## config.mk

```make
export PLATFORM = sky130hd
export DESIGN_NAME = tdpt_datapath
export DESIGN_NICKNAME = d
export VERILOG_FILES = /design/src/tdpt_pkg.sv /design/src/tdpt_datapath.sv
export SDC_FILE = /design/constraint.sdc
export NUM_CORES = 1
export LEC_CHECK = 0
export BUFFER_PORTS_ARGS = -buffer_cell sky130_fd_sc_hd__clkbuf_2
export CAP_MARGIN = 20
export CORE_ASPECT_RATIO = 0.7
export CORE_MARGIN = 4
export CORE_UTILIZATION = 50
export CTS_CLUSTER_SIZE = 14
export DETAILED_ROUTE_END_ITERATION = 8
export PLACE_DENSITY = 0.68
export REMOVE_ABC_BUFFERS = 1
export SKIP_CTS_REPAIR_TIMING = 1
export SLEW_MARGIN = 20
export SYNTH_ARGS = -nofsm -noshare
export SYNTH_HDL_FRONTEND = slang
export SYNTH_SLANG_ARGS = --single-unit
```

## constraint.sdc

```tcl
create_clock -name clk -period 4 [get_ports clk]
set_input_delay 0.2 -clock clk [delete_from_list [all_inputs] [get_ports clk]]
set_output_delay 0.2 -clock clk [all_outputs]
set_load 0.01 [all_outputs]
```

## src/tdpt_pkg.sv

```systemverilog
// ----------------------------------------------------------------------------
// tdpt_pkg
// Shared constants and controller/datapath interface types for the
// trial-division prime test.
// ----------------------------------------------------------------------------
package tdpt_pkg;

    // Width of the number under test (low bits of the candidate field)
    localparam int VALUE_W = 32;
    // Width of the candidate and tested_value fields
    localparam int FIELD_W = 32;
    // Bit counter for the restoring divider
    localparam int CNT_W   = $clog2(VALUE_W);
    // Output beat width, bytes rounded up
    localparam int OUT_W   = ((FIELD_W + 1 + 7) / 8) * 8;

    // First trial divisor
    localparam logic [VALUE_W-1:0] FIRST_DIVISOR = VALUE_W'(2);

    typedef enum logic [2:0] {
        ST_IDLE,
        ST_START,
        ST_DIV,
        ST_CHECK,
        ST_PRIME,
        ST_COMPOSITE
    } tdpt_state_t;

    // Controller to datapath
    typedef struct packed {
        logic load;      // capture candidate, divisor back to two
        logic start;     // initialise divider for current divisor
        logic step;      // one quotient bit
        logic next_d;    // advance to next divisor
        logic finish;    // write result register
        logic prime;     // verdict written on finish
    } tdpt_cmd_t;

    // Datapath to controller
    typedef struct packed {
        logic below_two; // candidate below two
        logic div_last;  // final quotient bit this cycle
        logic quo_lt_d;  // quotient below divisor: no divisor left to try
        logic rem_zero;  // divisor divides the candidate
        logic out_free;  // result register may take a new result
    } tdpt_status_t;

endpackage

```

## src/tdpt_datapath.sv

```systemverilog
// ----------------------------------------------------------------------------
// tdpt_datapath
// Candidate and divisor registers, bit-serial restoring divider and the
// result register facing the output stream.
// ----------------------------------------------------------------------------
module tdpt_datapath (
    input  logic                            clk,
    input  logic                            rst_n,
    input  logic [tdpt_pkg::FIELD_W-1:0]    candidate,
    input  tdpt_pkg::tdpt_cmd_t             cmd,
    output tdpt_pkg::tdpt_status_t          status,
    input  logic                            out_ready,
    output logic                            out_valid,
    output logic [tdpt_pkg::FIELD_W-1:0]    tested_value,
    output logic                            is_prime
);
    import tdpt_pkg::*;

    logic [VALUE_W-1:0] n_reg,   n_next;
    logic [VALUE_W-1:0] d_reg,   d_next;
    logic [VALUE_W-1:0] rem_reg, rem_next;
    logic [VALUE_W-1:0] quo_reg, quo_next;
    logic [CNT_W-1:0]   cnt_reg, cnt_next;

    logic               out_valid_reg, out_valid_next;
    logic [FIELD_W-1:0] tested_reg, tested_next;
    logic               prime_reg, prime_next;

    logic [VALUE_W:0]   trial;
    logic [VALUE_W:0]   diff;
    logic               ge;

    // Restoring divide step: bring down the next dividend bit
    always_comb
    begin
        trial = {rem_reg, quo_reg[VALUE_W-1]};
        diff  = trial - {1'b0, d_reg};
        ge    = (trial >= {1'b0, d_reg});
    end

    // Operand and divider registers
    always_comb
    begin
        n_next   = n_reg;
        d_next   = d_reg;
        rem_next = rem_reg;
        quo_next = quo_reg;
        cnt_next = cnt_reg;
        if (cmd.load)
        begin
            n_next = VALUE_W'(candidate);
            d_next = FIRST_DIVISOR;
        end
        if (cmd.next_d)
        begin
            d_next = d_reg + VALUE_W'(1);
        end
        if (cmd.start)
        begin
            rem_next = '0;
            quo_next = n_reg;
            cnt_next = '0;
        end
        else if (cmd.step)
        begin
            rem_next = ge ? diff[VALUE_W-1:0] : trial[VALUE_W-1:0];
            quo_next = {quo_reg[VALUE_W-2:0], ge};
            cnt_next = cnt_reg + CNT_W'(1);
        end
    end

    // Result register: holds until the beat is taken
    always_comb
    begin
        out_valid_next = out_valid_reg;
        tested_next    = tested_reg;
        prime_next     = prime_reg;
        if (out_valid_reg && out_ready)
        begin
            out_valid_next = 1'b0;
        end
        if (cmd.finish)
        begin
            out_valid_next = 1'b1;
            tested_next    = FIELD_W'(n_reg);
            prime_next     = cmd.prime;
        end
    end

    // Payload registers
    always_ff @(posedge clk)
    begin
        n_reg      <= n_next;
        d_reg      <= d_next;
        rem_reg    <= rem_next;
        quo_reg    <= quo_next;
        cnt_reg    <= cnt_next;
        tested_reg <= tested_next;
        prime_reg  <= prime_next;
    end

    // Control register
    always_ff @(posedge clk or negedge rst_n)
    begin
        if (!rst_n)
        begin
            out_valid_reg <= 1'b0;
        end
        else
        begin
            out_valid_reg <= out_valid_next;
        end
    end

    // Status to controller
    always_comb
    begin
        status.below_two = (n_reg[VALUE_W-1:1] == '0);
        status.div_last  = (cnt_reg == CNT_W'(VALUE_W - 1));
        status.quo_lt_d  = (quo_reg < d_reg);
        status.rem_zero  = (rem_reg == '0);
        status.out_free  = !out_valid_reg || out_ready;
    end

    assign out_valid    = out_valid_reg;
    assign tested_value = tested_reg;
    assign is_prime     = prime_reg;

endmodule

```

==> results.yml <==
cells_and_area:
  post_route_cells_drive_above_1_share: 0.172
  area.growth.synth_to_final_pct: 14.3
  fillers: 1577
  nets: 1068
  antenna_cells: 0
route:
  dr.pass1.iters: 5
  ant_nets: 0
  drt_wl_total_um: 22000
  drc: 0
  dr_wl_met3_um: 1370
  vias: 6983
  wl_met1_um: 10900
  via_per_inst: 5.75
  wl_met2_um: 9450
  initialDrtViolationCount: 562
  maxUsedRoutingLayer: "met4"
  wl_per_cell_um: 18.1
synth:
  synth_seq_cells: 167
  synth.avg_cell_area_um2: 11.2
  syn-instance-count: 860
  yosysWarnings: 0
  synth_cell_types: 69
  yosysSeqAreaShare: 0.483
  synth_area_um2: 9600
  synthFlopType: "edfxtp_1"
  synth-edff-count: 129
  async_reset_ff_frac: 0.00599
clock_tree:
  root_buffer: "clkbuf_16"
  insertion_delay_ns: 0.44
  cts_buffer_depth: 2
  clkSinkCount: 167
  cts_tree: "built"
  h-tree-depth: 4
  clk_pin_slew_ns: 0.07
  cts_buffers: 17
worst_setup_path:
  required_ns: 4.29
  critical_path_class: "flip-flop to flip-flop"
  start_kind: "flip-flop"
  cp_max_fo: 14
  cp.arrival_ns: 3.81
  cp-end-kind: "flip-flop"
power:
  p_leak_nw: 4.36
  irDropWorstVdd_v: 0.000265
  power_density_nw_per_um2: 517
grt:
  grt_pass1_wl_um: 34300
  antenna_found_initial: 0
  grt_usage: 0.204
  grt_max_degree: 71
  grt_pass1_vias: 6467
  overflow: 0
sta:
  max_slew_margin: 0.407
  fin_ws_ns: 0.487
  setup_viol: 0
  fin_crit_ns: 3.51
  finalSetupTns_ns: 0
  holdWs_ns: 0.0334
  rsz0062_at_grt: "false"
  period_share: 0.878
  fmax_ghz: 0.285
  skew_ns: 0.0134
  hold_violations: 0
  tightest_slew_ns: 0.890
  drv_slew: 0
placed_design:
  pre_cts_ws_ns: 0.530
  io_buffers: 79
  gp_congestion: 0.944
  place_hpwl_um: 15600
floorplanning:
  core_um2: 18900
  die_x_um: 174
  dieArea_um2: 21500
  row_count: 42
  die-height_um: 124
  io_pins: 80
  start_util: 0.509
hold_path:
  min_path_type: "input port to flip-flop"
flow_run:
  drv_cap: 0
status:
  status: "finished, final reports clean"
[metrics by stage]
step | instances | power [W] | instance area (µm²) | utilization
after global routing | 1215 | 0.00598 | 11000 | 0.582
final | 1215 | 0.00567 | 11000 | 0.582
after global placement | 1149 | 0.00391 | 10000 | 0.531
after detailed placement | 1149 | 0.00392 | 10000 | 0.531
after floorplan | 823 | 0.00346 | 9280 | -
after CTS | 1181 | 0.00564 | 10600 | 0.563
[where the power goes]
part	switching (W)	internal [W]	leakage, nW
Clock	0.000769	0.000952	0.291
Sequential	0.000157	0.00208	1.63
Combinational	0.000962	0.000749	2.44
Total	0.00189	0.00378	4.36
[logic make-up after synthesis]
group	after synthesis	share of synthesized area
muxes	57	0.0637
and+or+nand+nor	261	0.144
adders and majority gates	67	0.0881
buffers and inverters	83	0.0512
AOI/OAI and AO/OA	171	0.120
xor gates and xnor gates	54	0.0493
DFF	167	0.483
[per-layer routing]
layer | vias up | track usage
met3 | 25 | 0.0437
met1 | 3341 | 0.297
met2 | 213 | 0.310
met4 | 0 | 0.0593
met5 | - | 0
li1 | 3404 | -
[cells in the mapped netlist (3+ instances only)]
cell type	count	area (µm²)
nand4_1	22	138
a21boi_0	3	22.5
nor2_1	61	229
clkbuf_8	7	96.3
a211oi_2	3	37.5
mux2_2	33	372
o21ai_0	25	125
nand3_1	27	135
or3_1	10	62.6
ha_1	66	826
nor3_1	16	80.1
buf_2	3	15.0
a21o_1	24	180
mux2i_1	24	240
xor2_1	11	96.3
inv_1	46	173
clkbuf_1	16	60.1
and2_1	27	169
o21a_1	3	22.5
edfxtp_1	129	3870
o211ai_1	10	75.1
nor4_1	19	119
xnor2_1	43	377
o311ai_0	3	26.3
dfxtp_1	37	741
a311oi_1	4	35.0
nand2_1	32	120
a31oi_1	4	25.0
nor2b_1	12	75.1
buf_6	4	45.0
a211oi_1	27	203
a21oi_1	49	245
nand2b_1	13	81.3
and3_1	5	31.3
[area by class of cell]
| type | instances | area [µm²] | share of cell area |
|---|---|---|---|
| Clock buffer | 18 | 429 | 0.0391 |
| Inverter | 46 | 173 | 0.0157 |
| Tap cell | 242 | 303 | 0.0276 |
| Multi-Input combinational cell | 610 | 4470 | 0.407 |
| Sequential cell | 167 | 4640 | 0.423 |
| Timing Repair Buffer | 118 | 773 | 0.0705 |
| Clock inverter | 14 | 184 | 0.0168 |
[critical path: stages, from the launching register on]
cell	delay, ns
edfxtp_1	0.42
inv_1	0.12
ha_1	0.41
nand4_1	0.25
nor3_2	0.26
o311ai_1	0.18
a311oi_1	0.41
o21ai_2	0.17
o211ai_4	0.54
buf_4	0.28
mux2i_1	0.23
a211oi_2	0.08
[cells in the final DEF, fill, tap and decap left out, types with 13 or more instances in the layout]
| master | Yosys | routed |
|---|---|---|
| a21oi_1 | 49 | 49 |
| nor4_1 | 19 | 19 |
| nand2_1 | 32 | 32 |
| xnor2_1 | 43 | 43 |
| o21ai_0 | 25 | 25 |
| clkbuf_2 | 1 | 79 |
| and2_1 | 27 | 27 |
| mux2i_1 | 24 | 24 |
| clkbuf_16 | 0 | 17 |
| a211oi_1 | 27 | 27 |
| inv_1 | 46 | 46 |
| nand2b_1 | 13 | 13 |
| dlygate4sd3_1 | 0 | 34 |
| nand3_1 | 27 | 27 |
| ha_1 | 66 | 66 |
| dfxtp_1 | 37 | 37 |
| nor3_1 | 16 | 16 |
| nand4_1 | 22 | 22 |
| mux2_2 | 33 | 33 |
| a21o_1 | 24 | 24 |
| edfxtp_1 | 129 | 129 |
| nor2_1 | 61 | 61 |
[final timing paths]
kind,start,to,slack [ns],depth (start not counted)
worst min-delay path,out_ready,out_valid$_DFFE_PN0P_,0.03,3
min in group asynchronous,rst_n,out_valid$_DFFE_PN0P_,0.06,2
max in group asynchronous,rst_n,out_valid$_DFFE_PN0P_,3.85,2
worst max-delay path,d_reg[15]$_SDFFCE_PN0P_,rem_reg[4]$_SDFFE_PP0P_,0.49,11
worst min register to register,n_reg[13]$_DFFE_PP_,tested_value[13]$_DFFE_PP_,0.47,0
worst max register to register,d_reg[15]$_SDFFCE_PN0P_,rem_reg[4]$_SDFFE_PP0P_,0.49,11
Note: power is estimated with default switching activity, not from simulation.
